**config.mk**
```make
export PLATFORM = sky130hd
export DESIGN_NAME = wilder_rsi_indicator_unit
export DESIGN_NICKNAME = d
export VERILOG_FILES = /design/src/hw/rtl/wrsi_pkg.sv /design/src/hw/rtl/wrsi_div.sv /design/src/hw/rtl/wilder_rsi_indicator_unit.sv
export VERILOG_INCLUDE_DIRS = /design/src /design/src/hw/rtl
export SDC_FILE = /design/constraint.sdc
export NUM_CORES = 2
export LEC_CHECK = 0
export BUFFER_PORTS_ARGS = -buffer_cell sky130_fd_sc_hd__buf_4
export CORE_MARGIN = 2
export CORE_UTILIZATION = 55
export CTS_BUF_LIST = sky130_fd_sc_hd__clkbuf_8 sky130_fd_sc_hd__clkbuf_16
export DETAILED_ROUTE_END_ITERATION = 8
export PLACE_DENSITY = 0.72
export SLEW_MARGIN = 30
export SYNTH_ARGS = -nofsm -noshare
export SYNTH_HDL_FRONTEND = slang
export SYNTH_SLANG_ARGS = --single-unit
```
**constraint.sdc**
```tcl
create_clock -name i_clk -period 9.9 [get_ports i_clk]
set_input_delay 1.98 -clock i_clk [delete_from_list [all_inputs] [get_ports i_clk]]
set_output_delay 1.98 -clock i_clk [all_outputs]
set_load 0.005 [all_outputs]
```
**src/hw/rtl/assert_macros.svh**
```systemverilog
// ----------------------------------------------------------------------------
// Assertion macros
// Shared concurrent assertion wrappers. They compile to nothing in synthesis.
// ----------------------------------------------------------------------------
`ifndef ASSERT_MACROS_SVH
`define ASSERT_MACROS_SVH
`ifndef SYNTHESIS
// The property must hold at every rising clock edge outside reset.
`define ASSERT_PROP(lbl, clk, rst_n, prop) \
    lbl: assert property (@(posedge clk) disable iff (!rst_n) (prop)) \
        else $error("assertion failed");
// The expression must never be true at a rising clock edge outside reset.
`define ASSERT_NEVER(lbl, clk, rst_n, expr) \
    lbl: assert property (@(posedge clk) disable iff (!rst_n) !(expr)) \
        else $error("forbidden condition seen");
`else
`define ASSERT_PROP(lbl, clk, rst_n, prop)
`define ASSERT_NEVER(lbl, clk, rst_n, expr)
`endif
`endif

```
**src/hw/rtl/wrsi_pkg.sv**
```systemverilog
// ----------------------------------------------------------------------------
// Wilder RSI package
// Widths, constants and shared types of the RSI indicator and its divider.
// ----------------------------------------------------------------------------
package wrsi_pkg;

    // Field widths.
    localparam int PERIOD_W  = 11;
    localparam int PRICE_W   = 32;
    localparam int TIME_W    = 63;
    localparam int FRAC_BITS = 16;
    localparam int SUM_W     = 42;
    localparam int AVG_W     = 48;
    localparam int COUNT_W   = 11;
    localparam int RSI_W     = 14;
    localparam int MAX_PERIOD = 1024;

    // Stream payload widths.
    localparam int FIELDS_OUT_W = RSI_W + 2 * AVG_W + COUNT_W + 2 * SUM_W + PRICE_W + TIME_W;
    localparam int M_TDATA_W    = ((FIELDS_OUT_W + 7) / 8) * 8;
    localparam int OUT_PAD_W    = M_TDATA_W - FIELDS_OUT_W;
    localparam int S_TDATA_W    = (((PRICE_W + TIME_W) + 7) / 8) * 8;
    localparam int IN_PAD_W     = S_TDATA_W - PRICE_W - TIME_W;

    // Divider geometry: the dividend register holds the RSI product, the widest one.
    localparam int DIV_NUM_W = AVG_W + RSI_W;
    localparam int DIV_DEN_W = AVG_W + 1;
    localparam int DIV_CNT_W = 6;

    typedef logic [DIV_NUM_W-1:0] t_div_num;
    typedef logic [DIV_DEN_W-1:0] t_div_den;
    typedef logic [AVG_W-1:0]     t_avg;

    // Typed constants.
    localparam logic [PERIOD_W-1:0]  PERIOD_RESET = PERIOD_W'(14);
    localparam logic [PERIOD_W-1:0]  PERIOD_MAX   = PERIOD_W'(MAX_PERIOD);
    localparam logic [PERIOD_W-1:0]  PERIOD_MIN   = PERIOD_W'(1);
    localparam logic [COUNT_W-1:0]   COUNT_MAX    = '1;
    localparam logic [SUM_W-1:0]     SUM_MAX      = '1;
    localparam logic [AVG_W-1:0]     AVG_MAX      = '1;
    localparam logic [RSI_W-1:0]     RSI_SCALE    = RSI_W'(10000);
    localparam logic [RSI_W-1:0]     RSI_FULL     = RSI_W'(10000);
    localparam logic [DIV_CNT_W-1:0] SEED_STEPS   = DIV_CNT_W'(SUM_W + FRAC_BITS);
    localparam logic [DIV_CNT_W-1:0] WILD_STEPS   = DIV_CNT_W'(AVG_W);
    localparam logic [DIV_CNT_W-1:0] RSI_STEPS    = DIV_CNT_W'(RSI_W);

    // Divider request and status.
    typedef struct packed {
        logic                 start;
        logic [DIV_CNT_W-1:0] steps;
    } t_div_ctl;

    typedef struct packed {
        logic busy;
        logic done;
    } t_div_stat;

endpackage

```
**src/hw/rtl/wrsi_div.sv**
```systemverilog
// ----------------------------------------------------------------------------
// Bit-serial restoring divider
// Takes one quotient bit per cycle from the top of a dividend shift register.
// ----------------------------------------------------------------------------
`include "assert_macros.svh"

module wrsi_div (
    input  logic                 i_clk,
    input  logic                 i_rst_n,
    input  wrsi_pkg::t_div_ctl   i_ctl,
    input  wrsi_pkg::t_div_den   i_rem_init,  // must be below i_den
    input  wrsi_pkg::t_div_num   i_num,       // bits to divide sit at the top, zeros below
    input  wrsi_pkg::t_div_den   i_den,
    output wrsi_pkg::t_div_stat  o_stat,
    output wrsi_pkg::t_div_num   o_quo,
    output wrsi_pkg::t_div_den   o_rem
);

    logic                           r_busy, n_busy;
    logic                           r_done, n_done;
    logic [wrsi_pkg::DIV_CNT_W-1:0] r_cnt, n_cnt;
    wrsi_pkg::t_div_num             r_num, n_num;
    wrsi_pkg::t_div_den             r_rem, n_rem;
    wrsi_pkg::t_div_den             r_den, n_den;
    logic [wrsi_pkg::DIV_DEN_W+1:0] trial;
    logic                           fits;

    // One restoring step: shift the next dividend bit into the remainder and try the divisor.
    assign trial = {1'b0, r_rem, r_num[wrsi_pkg::DIV_NUM_W-1]} - {2'b00, r_den};
    assign fits  = ~trial[wrsi_pkg::DIV_DEN_W+1];

    always_comb begin
        n_busy = r_busy;
        n_done = 1'b0;
        n_cnt  = r_cnt;
        n_num  = r_num;
        n_rem  = r_rem;
        n_den  = r_den;
        if (i_ctl.start) begin
            n_busy = 1'b1;
            n_cnt  = i_ctl.steps;
            n_num  = i_num;
            n_rem  = i_rem_init;
            n_den  = i_den;
        end else if (r_busy) begin
            n_num = {r_num[wrsi_pkg::DIV_NUM_W-2:0], fits};
            n_rem = fits ? trial[wrsi_pkg::DIV_DEN_W-1:0]
                         : {r_rem[wrsi_pkg::DIV_DEN_W-2:0], r_num[wrsi_pkg::DIV_NUM_W-1]};
            n_cnt = r_cnt - 1'b1;
            if (r_cnt == wrsi_pkg::DIV_CNT_W'(1)) begin
                n_busy = 1'b0;
                n_done = 1'b1;
            end
        end
    end

    // Control state.
    always_ff @(posedge i_clk) begin
        if (!i_rst_n) begin
            r_busy <= 1'b0;
            r_done <= 1'b0;
        end else begin
            r_busy <= n_busy;
            r_done <= n_done;
        end
    end

    // Datapath shift registers.
    always_ff @(posedge i_clk) begin
        r_cnt <= n_cnt;
        r_num <= n_num;
        r_rem <= n_rem;
        r_den <= n_den;
    end

    assign o_stat.busy = r_busy;
    assign o_stat.done = r_done;
    assign o_quo       = r_num;
    assign o_rem       = r_rem;

    `ASSERT_NEVER(a_start_while_busy, i_clk, i_rst_n, i_ctl.start && r_busy)
    `ASSERT_PROP(a_rem_below_den, i_clk, i_rst_n, r_busy |-> (r_rem < r_den))
    `ASSERT_PROP(a_done_on_finish, i_clk, i_rst_n, $fell(r_busy) |-> r_done)

endmodule

```
**src/hw/rtl/wilder_rsi_indicator_unit.sv**
```systemverilog
// ----------------------------------------------------------------------------
// Wilder RSI indicator unit
// Relative strength index over final price bars with Wilder smoothing.
// ----------------------------------------------------------------------------
// Usage
//   Bars enter on the s_axis channel: tdata holds close price and start time,
//   tuser holds the final flag. Results leave on m_axis: tdata holds the RSI,
//   the smoothed averages, the warm-up count and sums and the echoed bar,
//   tuser holds the seeded flag. The period register is written over the
//   cfg channel; the user must do so only while the unit is idle, as the
//   unit itself does not enforce it. One bar is processed at a time.
//   A dropped bar (not final, or not newer) or the first bar only passes
//   the filter; a warm-up bar also adds to the sums. A smoothed bar and the
//   seeding bar go through the bit-serial divider (one quotient bit per
//   cycle, 48 bits for smoothing, 58 for seeding), a 14-step shift-add
//   multiply by 10000 and a 14-bit RSI division, which is skipped when
//   the average loss is zero.
//   Results sit in an output register; a new bar is accepted while the last
//   result waits. If the receiver stalls, the next result waits inside the
//   unit until the register frees.
//   Reset clears all indicator state and sets the period to 14.
// ----------------------------------------------------------------------------
`include "assert_macros.svh"

module wilder_rsi_indicator_unit (
    input  logic                           i_clk,
    input  logic                           i_rst_n,
    // Period register write.
    input  logic                           i_cfg_valid,
    output logic                           o_cfg_ready,
    input  logic [wrsi_pkg::PERIOD_W-1:0]  i_cfg_data,
    // Bar input.
    input  logic                           s_axis_tvalid,
    output logic                           s_axis_tready,
    input  logic [wrsi_pkg::S_TDATA_W-1:0] s_axis_tdata,  // close_price, start_time, pad
    input  logic [0:0]                     s_axis_tuser,  // is_final
    // Result output.
    output logic                           m_axis_tvalid,
    input  logic                           m_axis_tready,
    // rsi_hundredths, average_gain, average_loss, warmup_done, gain_total,
    // loss_total, close_echo, time_echo, pad
    output logic [wrsi_pkg::M_TDATA_W-1:0] m_axis_tdata,
    output logic [0:0]                     m_axis_tuser   // seeded
);

    typedef enum logic [9:0] {
        S_IDLE = 10'b0000000001,
        S_EVAL = 10'b0000000010,
        S_ACC  = 10'b0000000100,
        S_CHK  = 10'b0000001000,
        S_SEED = 10'b0000010000,
        S_WILD = 10'b0000100000,
        S_MUL  = 10'b0001000000,
        S_RGO  = 10'b0010000000,
        S_RDIV = 10'b0100000000,
        S_EMIT = 10'b1000000000
    } t_state;

    t_state                          r_state, n_state;
    logic [wrsi_pkg::PERIOD_W-1:0]   r_period, n_period;
    logic                            r_primed, n_primed;
    logic                            r_running, n_running;
    logic [wrsi_pkg::PRICE_W-1:0]    r_last_close, n_last_close;
    logic [wrsi_pkg::TIME_W-1:0]     r_last_time, n_last_time;
    logic [wrsi_pkg::COUNT_W-1:0]    r_count, n_count;
    logic [wrsi_pkg::SUM_W-1:0]      r_sum_up, n_sum_up;
    logic [wrsi_pkg::SUM_W-1:0]      r_sum_dn, n_sum_dn;
    wrsi_pkg::t_avg                  r_avg_up, n_avg_up;
    wrsi_pkg::t_avg                  r_avg_dn, n_avg_dn;
    logic                            r_out_valid, n_out_valid;

    logic [wrsi_pkg::PRICE_W-1:0]    r_close, n_close;
    logic [wrsi_pkg::TIME_W-1:0]     r_time, n_time;
    logic                            r_final, n_final;
    logic [wrsi_pkg::PRICE_W-1:0]    r_gain, n_gain;
    logic [wrsi_pkg::PRICE_W-1:0]    r_loss, n_loss;
    logic [wrsi_pkg::PERIOD_W-1:0]   r_p, n_p;
    logic                            r_ge_up, n_ge_up;
    logic                            r_ge_dn, n_ge_dn;
    wrsi_pkg::t_div_num              r_mul_acc, n_mul_acc;
    logic [3:0]                      r_mul_cnt, n_mul_cnt;
    logic [wrsi_pkg::RSI_W-1:0]      r_rsi, n_rsi;
    logic [wrsi_pkg::M_TDATA_W-1:0]  r_out_data, n_out_data;
    logic                            r_out_user, n_out_user;

    logic [wrsi_pkg::SUM_W:0]        sum_up_x, sum_dn_x;
    logic [wrsi_pkg::COUNT_W-1:0]    count_inc;
    wrsi_pkg::t_avg                  g_up, g_dn;
    logic                            emit_load;
    wrsi_pkg::t_div_ctl              div_ctl;
    wrsi_pkg::t_div_den              div_rem, div_den;
    wrsi_pkg::t_div_num              div_num_up, div_num_dn;
    wrsi_pkg::t_div_stat             div_up_stat, div_dn_stat;
    wrsi_pkg::t_div_num              div_up_quo, div_dn_quo;
    wrsi_pkg::t_div_den              div_up_rem, div_dn_rem;
    logic [wrsi_pkg::COUNT_W-1:0]    out_count;
    logic [wrsi_pkg::SUM_W-1:0]      out_sum_up, out_sum_dn;
    wrsi_pkg::t_avg                  out_avg_up, out_avg_dn;
    logic [wrsi_pkg::RSI_W-1:0]      out_rsi;

    // Saturating warm-up sums and count.
    assign sum_up_x  = {1'b0, r_sum_up}
                     + {{(wrsi_pkg::SUM_W + 1 - wrsi_pkg::PRICE_W){1'b0}}, r_gain};
    assign sum_dn_x  = {1'b0, r_sum_dn}
                     + {{(wrsi_pkg::SUM_W + 1 - wrsi_pkg::PRICE_W){1'b0}}, r_loss};
    assign count_inc = (r_count == wrsi_pkg::COUNT_MAX) ? r_count : r_count + 1'b1;

    // The change in Q32.16.
    assign g_up = {r_gain, {wrsi_pkg::FRAC_BITS{1'b0}}};
    assign g_dn = {r_loss, {wrsi_pkg::FRAC_BITS{1'b0}}};

    // Result fields: averages once running, warm-up sums before.
    assign out_rsi    = r_running ? r_rsi : '0;
    assign out_avg_up = r_running ? r_avg_up : '0;
    assign out_avg_dn = r_running ? r_avg_dn : '0;
    assign out_count  = r_running ? '0 : r_count;
    assign out_sum_up = r_running ? '0 : r_sum_up;
    assign out_sum_dn = r_running ? '0 : r_sum_dn;

    assign emit_load = (r_state == S_EMIT) && (!r_out_valid || m_axis_tready);

    // Sequencer and datapath.
    always_comb begin
        n_state      = r_state;
        n_period     = r_period;
        n_primed     = r_primed;
        n_running    = r_running;
        n_last_close = r_last_close;
        n_last_time  = r_last_time;
        n_count      = r_count;
        n_sum_up     = r_sum_up;
        n_sum_dn     = r_sum_dn;
        n_avg_up     = r_avg_up;
        n_avg_dn     = r_avg_dn;
        n_close      = r_close;
        n_time       = r_time;
        n_final      = r_final;
        n_gain       = r_gain;
        n_loss       = r_loss;
        n_p          = r_p;
        n_ge_up      = r_ge_up;
        n_ge_dn      = r_ge_dn;
        n_mul_acc    = r_mul_acc;
        n_mul_cnt    = r_mul_cnt;
        n_rsi        = r_rsi;
        n_out_data   = r_out_data;
        n_out_user   = r_out_user;
        n_out_valid  = r_out_valid && !m_axis_tready;
        div_ctl      = '0;
        div_rem      = '0;
        div_den      = wrsi_pkg::t_div_den'(r_p);
        div_num_up   = '0;
        div_num_dn   = '0;

        if (i_cfg_valid) begin
            n_period = i_cfg_data;
        end

        case (r_state)
            S_IDLE: begin
                if (s_axis_tvalid) begin
                    n_close = s_axis_tdata[wrsi_pkg::PRICE_W-1:0];
                    n_time  = s_axis_tdata[wrsi_pkg::PRICE_W +: wrsi_pkg::TIME_W];
                    n_final = s_axis_tuser[0];
                    n_state = S_EVAL;
                end
            end
            // Filter the bar, form the change and the effective period.
            S_EVAL: begin
                if (!r_final || (r_primed && (r_time <= r_last_time))) begin
                    n_state = S_IDLE;
                end else if (!r_primed) begin
                    n_primed     = 1'b1;
                    n_last_close = r_close;
                    n_last_time  = r_time;
                    n_state      = S_IDLE;
                end else begin
                    if (r_close > r_last_close) begin
                        n_gain = r_close - r_last_close;
                        n_loss = '0;
                    end else begin
                        n_gain = '0;
                        n_loss = r_last_close - r_close;
                    end
                    if (r_period == '0) begin
                        n_p = wrsi_pkg::PERIOD_MIN;
                    end else if (r_period > wrsi_pkg::PERIOD_MAX) begin
                        n_p = wrsi_pkg::PERIOD_MAX;
                    end else begin
                        n_p = r_period;
                    end
                    n_state = S_ACC;
                end
            end
            // Warm-up accumulation, or start of the smoothing divisions.
            S_ACC: begin
                if (!r_running) begin
                    n_sum_up = sum_up_x[wrsi_pkg::SUM_W] ? wrsi_pkg::SUM_MAX
                                                         : sum_up_x[wrsi_pkg::SUM_W-1:0];
                    n_sum_dn = sum_dn_x[wrsi_pkg::SUM_W] ? wrsi_pkg::SUM_MAX
                                                         : sum_dn_x[wrsi_pkg::SUM_W-1:0];
                    n_count  = count_inc;
                    n_state  = S_CHK;
                end else begin
                    n_ge_up       = g_up >= r_avg_up;
                    n_ge_dn       = g_dn >= r_avg_dn;
                    div_ctl.start = 1'b1;
                    div_ctl.steps = wrsi_pkg::WILD_STEPS;
                    div_num_up    = wrsi_pkg::t_div_num'(n_ge_up ? g_up - r_avg_up
                                                                 : r_avg_up - g_up)
                                    << (wrsi_pkg::DIV_NUM_W - wrsi_pkg::AVG_W);
                    div_num_dn    = wrsi_pkg::t_div_num'(n_ge_dn ? g_dn - r_avg_dn
                                                                 : r_avg_dn - g_dn)
                                    << (wrsi_pkg::DIV_NUM_W - wrsi_pkg::AVG_W);
                    n_state       = S_WILD;
                end
            end
            // End of warm-up: divide the sums, scaled by 2^16, by the period for Q32.16 averages.
            S_CHK: begin
                if (r_count >= r_p) begin
                    div_ctl.start = 1'b1;
                    div_ctl.steps = wrsi_pkg::SEED_STEPS;
                    div_num_up    = wrsi_pkg::t_div_num'(r_sum_up)
                                    << (wrsi_pkg::DIV_NUM_W - wrsi_pkg::SUM_W);
                    div_num_dn    = wrsi_pkg::t_div_num'(r_sum_dn)
                                    << (wrsi_pkg::DIV_NUM_W - wrsi_pkg::SUM_W);
                    n_state       = S_SEED;
                end else begin
                    n_state = S_EMIT;
                end
            end
            S_SEED: begin
                if (div_up_stat.done) begin
                    n_avg_up  = (div_up_quo[wrsi_pkg::DIV_NUM_W-1:wrsi_pkg::AVG_W] != '0)
                              ? wrsi_pkg::AVG_MAX : div_up_quo[wrsi_pkg::AVG_W-1:0];
                    n_avg_dn  = (div_dn_quo[wrsi_pkg::DIV_NUM_W-1:wrsi_pkg::AVG_W] != '0)
                              ? wrsi_pkg::AVG_MAX : div_dn_quo[wrsi_pkg::AVG_W-1:0];
                    n_running = 1'b1;
                    n_count   = '0;
                    n_sum_up  = '0;
                    n_sum_dn  = '0;
                    n_mul_acc = '0;
                    n_mul_cnt = 4'(wrsi_pkg::RSI_W - 1);
                    n_state   = S_MUL;
                end
            end
            // Wilder update: move towards the change by the quotient, rounding down overall.
            S_WILD: begin
                if (div_up_stat.done) begin
                    if (r_ge_up) begin
                        n_avg_up = r_avg_up + div_up_quo[wrsi_pkg::AVG_W-1:0];
                    end else begin
                        n_avg_up = r_avg_up - (div_up_quo[wrsi_pkg::AVG_W-1:0]
                                 + {{(wrsi_pkg::AVG_W-1){1'b0}}, (div_up_rem != '0)});
                    end
                    if (r_ge_dn) begin
                        n_avg_dn = r_avg_dn + div_dn_quo[wrsi_pkg::AVG_W-1:0];
                    end else begin
                        n_avg_dn = r_avg_dn - (div_dn_quo[wrsi_pkg::AVG_W-1:0]
                                 + {{(wrsi_pkg::AVG_W-1){1'b0}}, (div_dn_rem != '0)});
                    end
                    n_mul_acc = '0;
                    n_mul_cnt = 4'(wrsi_pkg::RSI_W - 1);
                    n_state   = S_MUL;
                end
            end
            // Shift-add multiply of the average gain by 10000, one constant bit a cycle.
            S_MUL: begin
                n_mul_acc = {r_mul_acc[wrsi_pkg::DIV_NUM_W-2:0], 1'b0}
                          + (wrsi_pkg::RSI_SCALE[r_mul_cnt]
                             ? wrsi_pkg::t_div_num'(r_avg_up) : '0);
                n_mul_cnt = r_mul_cnt - 1'b1;
                if (r_mul_cnt == '0) begin
                    n_state = S_RGO;
                end
            end
            // RSI quotient: the product over the sum of both averages, or full scale when no loss.
            S_RGO: begin
                if (r_avg_dn == '0) begin
                    n_rsi   = wrsi_pkg::RSI_FULL;
                    n_state = S_EMIT;
                end else begin
                    div_ctl.start = 1'b1;
                    div_ctl.steps = wrsi_pkg::RSI_STEPS;
                    div_rem       = wrsi_pkg::t_div_den'(
                                        r_mul_acc[wrsi_pkg::DIV_NUM_W-1:wrsi_pkg::RSI_W]);
                    div_den       = wrsi_pkg::t_div_den'(r_avg_up)
                                  + wrsi_pkg::t_div_den'(r_avg_dn);
                    div_num_up    = wrsi_pkg::t_div_num'(r_mul_acc[wrsi_pkg::RSI_W-1:0])
                                    << (wrsi_pkg::DIV_NUM_W - wrsi_pkg::RSI_W);
                    div_num_dn    = div_num_up;
                    n_state       = S_RDIV;
                end
            end
            S_RDIV: begin
                if (div_up_stat.done) begin
                    n_rsi   = div_up_quo[wrsi_pkg::RSI_W-1:0];
                    n_state = S_EMIT;
                end
            end
            // Hand the item to the output register once it is free.
            S_EMIT: begin
                if (emit_load) begin
                    n_out_data   = {{wrsi_pkg::OUT_PAD_W{1'b0}}, r_time, r_close,
                                    out_sum_dn, out_sum_up, out_count,
                                    out_avg_dn, out_avg_up, out_rsi};
                    n_out_user   = r_running;
                    n_out_valid  = 1'b1;
                    n_last_close = r_close;
                    n_last_time  = r_time;
                    n_state      = S_IDLE;
                end
            end
            default: begin
                n_state = S_IDLE;
            end
        endcase
    end

    // Control and indicator state.
    always_ff @(posedge i_clk) begin
        if (!i_rst_n) begin
            r_state      <= S_IDLE;
            r_period     <= wrsi_pkg::PERIOD_RESET;
            r_primed     <= 1'b0;
            r_running    <= 1'b0;
            r_last_close <= '0;
            r_last_time  <= '0;
            r_count      <= '0;
            r_sum_up     <= '0;
            r_sum_dn     <= '0;
            r_avg_up     <= '0;
            r_avg_dn     <= '0;
            r_out_valid  <= 1'b0;
        end else begin
            r_state      <= n_state;
            r_period     <= n_period;
            r_primed     <= n_primed;
            r_running    <= n_running;
            r_last_close <= n_last_close;
            r_last_time  <= n_last_time;
            r_count      <= n_count;
            r_sum_up     <= n_sum_up;
            r_sum_dn     <= n_sum_dn;
            r_avg_up     <= n_avg_up;
            r_avg_dn     <= n_avg_dn;
            r_out_valid  <= n_out_valid;
        end
    end

    // Payload registers.
    always_ff @(posedge i_clk) begin
        r_close    <= n_close;
        r_time     <= n_time;
        r_final    <= n_final;
        r_gain     <= n_gain;
        r_loss     <= n_loss;
        r_p        <= n_p;
        r_ge_up    <= n_ge_up;
        r_ge_dn    <= n_ge_dn;
        r_mul_acc  <= n_mul_acc;
        r_mul_cnt  <= n_mul_cnt;
        r_rsi      <= n_rsi;
        r_out_data <= n_out_data;
        r_out_user <= n_out_user;
    end

    // Two divider lanes, one for gains and one for losses.
    wrsi_div u_div_up (
        .i_clk      (i_clk),
        .i_rst_n    (i_rst_n),
        .i_ctl      (div_ctl),
        .i_rem_init (div_rem),
        .i_num      (div_num_up),
        .i_den      (div_den),
        .o_stat     (div_up_stat),
        .o_quo      (div_up_quo),
        .o_rem      (div_up_rem)
    );

    wrsi_div u_div_dn (
        .i_clk      (i_clk),
        .i_rst_n    (i_rst_n),
        .i_ctl      (div_ctl),
        .i_rem_init (div_rem),
        .i_num      (div_num_dn),
        .i_den      (div_den),
        .o_stat     (div_dn_stat),
        .o_quo      (div_dn_quo),
        .o_rem      (div_dn_rem)
    );

    assign o_cfg_ready   = 1'b1;
    assign s_axis_tready = (r_state == S_IDLE);
    assign m_axis_tvalid = r_out_valid;
    assign m_axis_tdata  = r_out_data;
    assign m_axis_tuser  = r_out_user;

    `ASSERT_PROP(a_running_sticky, i_clk, i_rst_n, r_running |=> r_running)
    `ASSERT_PROP(a_rsi_in_range, i_clk, i_rst_n,
                 (r_state == S_EMIT && r_running) |-> (r_rsi <= wrsi_pkg::RSI_FULL))
    `ASSERT_NEVER(a_lanes_in_step, i_clk, i_rst_n, div_up_stat != div_dn_stat)
    `ASSERT_PROP(a_seed_clears, i_clk, i_rst_n,
                 (r_state == S_SEED && div_up_stat.done) |=> (r_running && r_count == '0))
    `ASSERT_PROP(a_count_bounded, i_clk, i_rst_n,
                 !r_running |-> (r_count <= wrsi_pkg::PERIOD_MAX))

endmodule

```
==> flow_results.org <==
** Run status
- Outcome :: completed

** Drt
- The first routing iteration left 8306 violations.
- In this run the remaining antenna-violating nets after routing total 0.
- For this block, the via count after detailed routing is 74.1k.
- After detailed routing, the total wire length is 300000 um.
- First-pass iteration count of the detailed router :: 7
- After detailed routing, the number of vias per cell comes to 6.35.
- WL per Instance :: 25.7 um
- After detailed routing, the number of remaining DRC violations is 0.

** Pwr
- Summed over all cells, the static leakage comes to 0.0375 uW.
- Power share of the clock group :: 48.3%
- Net switching power :: 2530 uW
- Design Power :: 10800 uW
- Sw frac :: 23.3%
- Share of total power in sequential cells :: 48.2%
- VDD sags by at most 0.231 mV.
- The internal power of the cells totals 8310 uW.
- Logic gate share of total power :: 3.5%
- Dividing total power by cell area gives a power density of 118 nW/um^2.

** Flow run
- Number of violations of the max-capacitance limit :: 0

** Critical path
- Data required time of the worst path :: 10630 ps
- The worst setup path is launched from a flip-flop.
- STA classifies the critical path endpoint as a flip-flop.
- WS Path Type :: reg -> reg
- Of all nets on the critical path, the largest fanout is 5.
- Worst path arrival time :: 8030 ps

** Synthesis
- For this run, asynchronously set or reset flops after synthesis account for 0%.
- After synthesis the netlist holds a flip-flop and latch count of 1151.
- Post-synthesis area per instance :: 8.88 um^2
- In the synthesized netlist, the number of instances is 9291.
- Commonest register cell after synthesis :: edfxtp_1
- Synth cell count leaders :: a21oi_1, edfxtp_1, nand2_1
- After synthesis the cells add up to 82500 um^2.
- Counting distinct cell types in the post-synthesis netlist gives 101.
- EDFF count, synth :: 837
- Ranked by total cell area, the synthesized netlist is headed by edfxtp_1, ha_1, dfxtp_1.
- Post-synth top area cell :: edfxtp_1
- The most common cell in the synthesized netlist is a21oi_1.
- Proportion of synthesized chip area in sequential cells :: 38.1%
- Post-synth top area share :: 30.5%
- The Yosys step of the flow raised 0 warnings.

** Timing
- Hold violation total from the final report :: 0
- RSZ-0062 raised after global routing :: no
- Between clock sinks in the finished design, the worst skew comes to 53.7 ps.
- Tightest Pin Transition :: 1030 ps
- Period utilization :: 73.7%
- Max-slew headroom at the worst pin :: 29.5%
- Setup violations remaining at the end of the flow were counted as 0.
- The max-slew violation count came to 0.
- Setup TNS :: 0 ps
- Final critical delay including setup and external delays :: 7300 ps
- Fmax :: 137 MHz

** Global route
- In the global route stage, overall resource usage came out at 38.0%.
- In the global route stage, met2 resource usage came out at 57.1%.
- Met3 Track Usage GR :: 8.29%
- Residual overflow from global routing :: 0
- The first global-routing pass estimated 438000 um of wire.
- Number of global-route vias before repair :: 69.8k
- Global routing usage on met1 :: 50.9%
- met2 is the most crowded layer.
- Largest net degree at the start of global routing :: 138
- The number of antenna violations at the first check in global routing is 17.

** Floorplan
- I/O pin total :: 421
- For this configuration, the core starts out at a cell density of 55.2%.
- Cell row count :: 142
- Die outline height :: 391 um
- Std-Cell Core Area :: 149000 um^2
- Die width :: 391 um
- The die covers 153000 um^2.

** Clock network
- H-Tree Depth :: 4
- Clock latency on the worst-skew pair :: 820 ps
- CTS tree :: done
- The tree built by TritonCTS fans out to 1151 sinks.
- Total setup buffers inserted after CTS :: 0
- In this run, post-CTS repair resized a total of 0 instances.
- For this design, the CTS-stage hold fixing added 0 buffers.
- Buffers from clock root to sink, at most :: 3
- After clock tree synthesis, the clock-pin slew on the worst setup and hold paths is 60 ps.
- Counting the buffers created by CTS gives 134.
- The root buffer cell chosen for the clock tree is clkbuf_16.

** Finish
- Fraction of final layout cells sized beyond drive strength 1 :: 8.63%
- Number of filler instances in the final layout :: 12.9k
- Net count reported at finish :: 10.5k
- Compared with the post-synthesis result, the final layout area differs by 11.8%.

** Place
- Input/output buffers :: 414
- The congestion estimate from routability-driven global placement came to 1.03.
- The HPWL after detailed placement is 227000 um.

** Worst hold path
- HP Class :: reg -> reg
-- critical path, stage by stage (launching register included) --
cell       delay [ps]
edfxtp_1          500
nor4_1            540
nand4_1           190
or4_1             700
fa_1              570
inv_1              50
ha_1              180
or2_2             300
fa_1              390
nand2b_1          170
a2111oi_0         600
nor3_1            240
o311ai_1          730
a21boi_0          420
o41ai_2           760
nor3_1            160
o2111ai_1         250
o2bb2ai_1         170
xnor2_1           140
nor2_1             50
o21ai_1           110
-- placed cells by master (no fill, tap or decap), types with 61 or more instances in the layout --
| master | synthesis | final |
|---|---|---|
| a21oi_1 | 953 | 953 |
| edfxtp_1 | 837 | 837 |
| nand2_1 | 821 | 818 |
| ha_1 | 806 | 806 |
| nor2_1 | 745 | 741 |
| inv_1 | 675 | 705 |
| o21ai_0 | 663 | 663 |
| buf_4 | 6 | 513 |
| a21o_1 | 382 | 382 |
| xnor2_1 | 357 | 357 |
| dfxtp_1 | 314 | 311 |
| xor2_1 | 199 | 199 |
| nor2b_1 | 193 | 192 |
| nor3_1 | 154 | 149 |
| nand3_1 | 150 | 148 |
| clkbuf_16 | 0 | 135 |
| and2_1 | 128 | 126 |
| nand4_1 | 120 | 120 |
| nand2b_1 | 101 | 98 |
| o21bai_1 | 89 | 89 |
| a31oi_1 | 86 | 85 |
| nor4_1 | 81 | 81 |
| o221ai_1 | 79 | 79 |
| a22oi_1 | 70 | 70 |
| o21a_1 | 69 | 69 |
| and3_1 | 67 | 67 |
| mux2i_1 | 61 | 61 |
-- logic make-up after synthesis --
logic type	count (synthesis)	share of synthesized area [%]
muxes	66	0.808
AOI/OAI and AO/OA	2913	22.1
other	2	0.00910
and+or+nand+nor	2693	15.4
buffers and inverters	1088	5.03
xor gates and xnor gates	556	5.90
adders and majority gates	822	12.6
DFF	1151	38.1
-- final timing paths --
kind	from	endpoint	slack, ps	cells past startpoint
worst min register to register	r_last_time[56]$_SDFFE_PN0P_	r_last_time[56]$_SDFFE_PN0P_	450	2
worst min-delay path	r_last_time[56]$_SDFFE_PN0P_	r_last_time[56]$_SDFFE_PN0P_	450	2
worst max register to register	u_div_dn.o_rem[6]$_DFFE_PP_	r_avg_dn[46]$_SDFFE_PN0P_	2600	20
worst max-delay path	u_div_dn.o_rem[6]$_DFFE_PP_	r_avg_dn[46]$_SDFFE_PN0P_	2600	20
-- power groups by stage --
stage | registers, uW | logic (uW) | clock network [uW]
after floorplan | 5310 | 243 | 0
after global routing | 5230 | 418 | 5470
after global placement | 5320 | 367 | 0
final | 5220 | 382 | 5230
after detailed placement | 5330 | 375 | 0
after CTS | 5220 | 377 | 5290
-- sequential cells by signal, indices dropped and copies added (netlist names), 14 cells and up, named ones only --
| name | flops |
|---|---|
| r_sum_dn | 42 |
| r_avg_up | 48 |
| u_div_dn.o_quo | 62 |
| r_gain | 32 |
| u_div_up.o_rem | 49 |
| r_time | 63 |
| r_sum_up | 42 |
| u_div_dn.o_rem | 49 |
| m_axis_tdata | 300 |
| u_div_dn.r_den | 49 |
| r_avg_dn | 48 |
| r_close | 32 |
| u_div_up.o_quo | 62 |
| r_loss | 32 |
| r_last_time | 63 |
| r_mul_acc | 62 |
| r_rsi | 14 |
| r_last_close | 32 |
-- layout make-up --
class | count | area (um^2) | area share, %
diodes | 7 | 17.5 | 0.0190
clock buffers | 145 | 3520 | 3.81
clock inverters | 104 | 1190 | 1.30
inverters | 680 | 2570 | 2.79
multi-input cells | 7055 | 47100 | 51.0
flip-flops and latches | 1151 | 31400 | 34.1
well taps | 2016 | 2520 | 2.73
repair buffers | 518 | 3930 | 4.26
-- per-stage QoR --
| step | instance area (um^2) | std cells | hold WS, ps | setup WS, ps | util, % |
|---|---|---|---|---|---|
| 2_1_floorplan | 82500 | 9294 | 422 | 356 | - |
| 3_3_place_gp | 87500 | 11400 | 437 | 2800 | 58.5 |
| 3_5_place_dp | 87500 | 11400 | 443 | 2760 | 58.5 |
| 4_1_cts | 92200 | 11700 | 451 | 2700 | 61.7 |
| 5_1_grt | 92200 | 11700 | 464 | 2240 | 61.7 |
| 6_report | 92200 | 11700 | 448 | 2600 | 61.7 |
-- routing by layer --
| layer | share of wire [%] | routed length [um] | up-vias |
|---|---|---|---|
| met5 | 0.045 | 134 | - |
| met4 | 6.1 | 18300 | 20 |
| met3 | 9.7 | 28900 | 687 |
| met2 | 43 | 129000 | 3481 |
| met1 | 41 | 124000 | 35900 |
| li1 | - | - | 34100 |
Note: power is estimated with default switching activity, not from simulation.
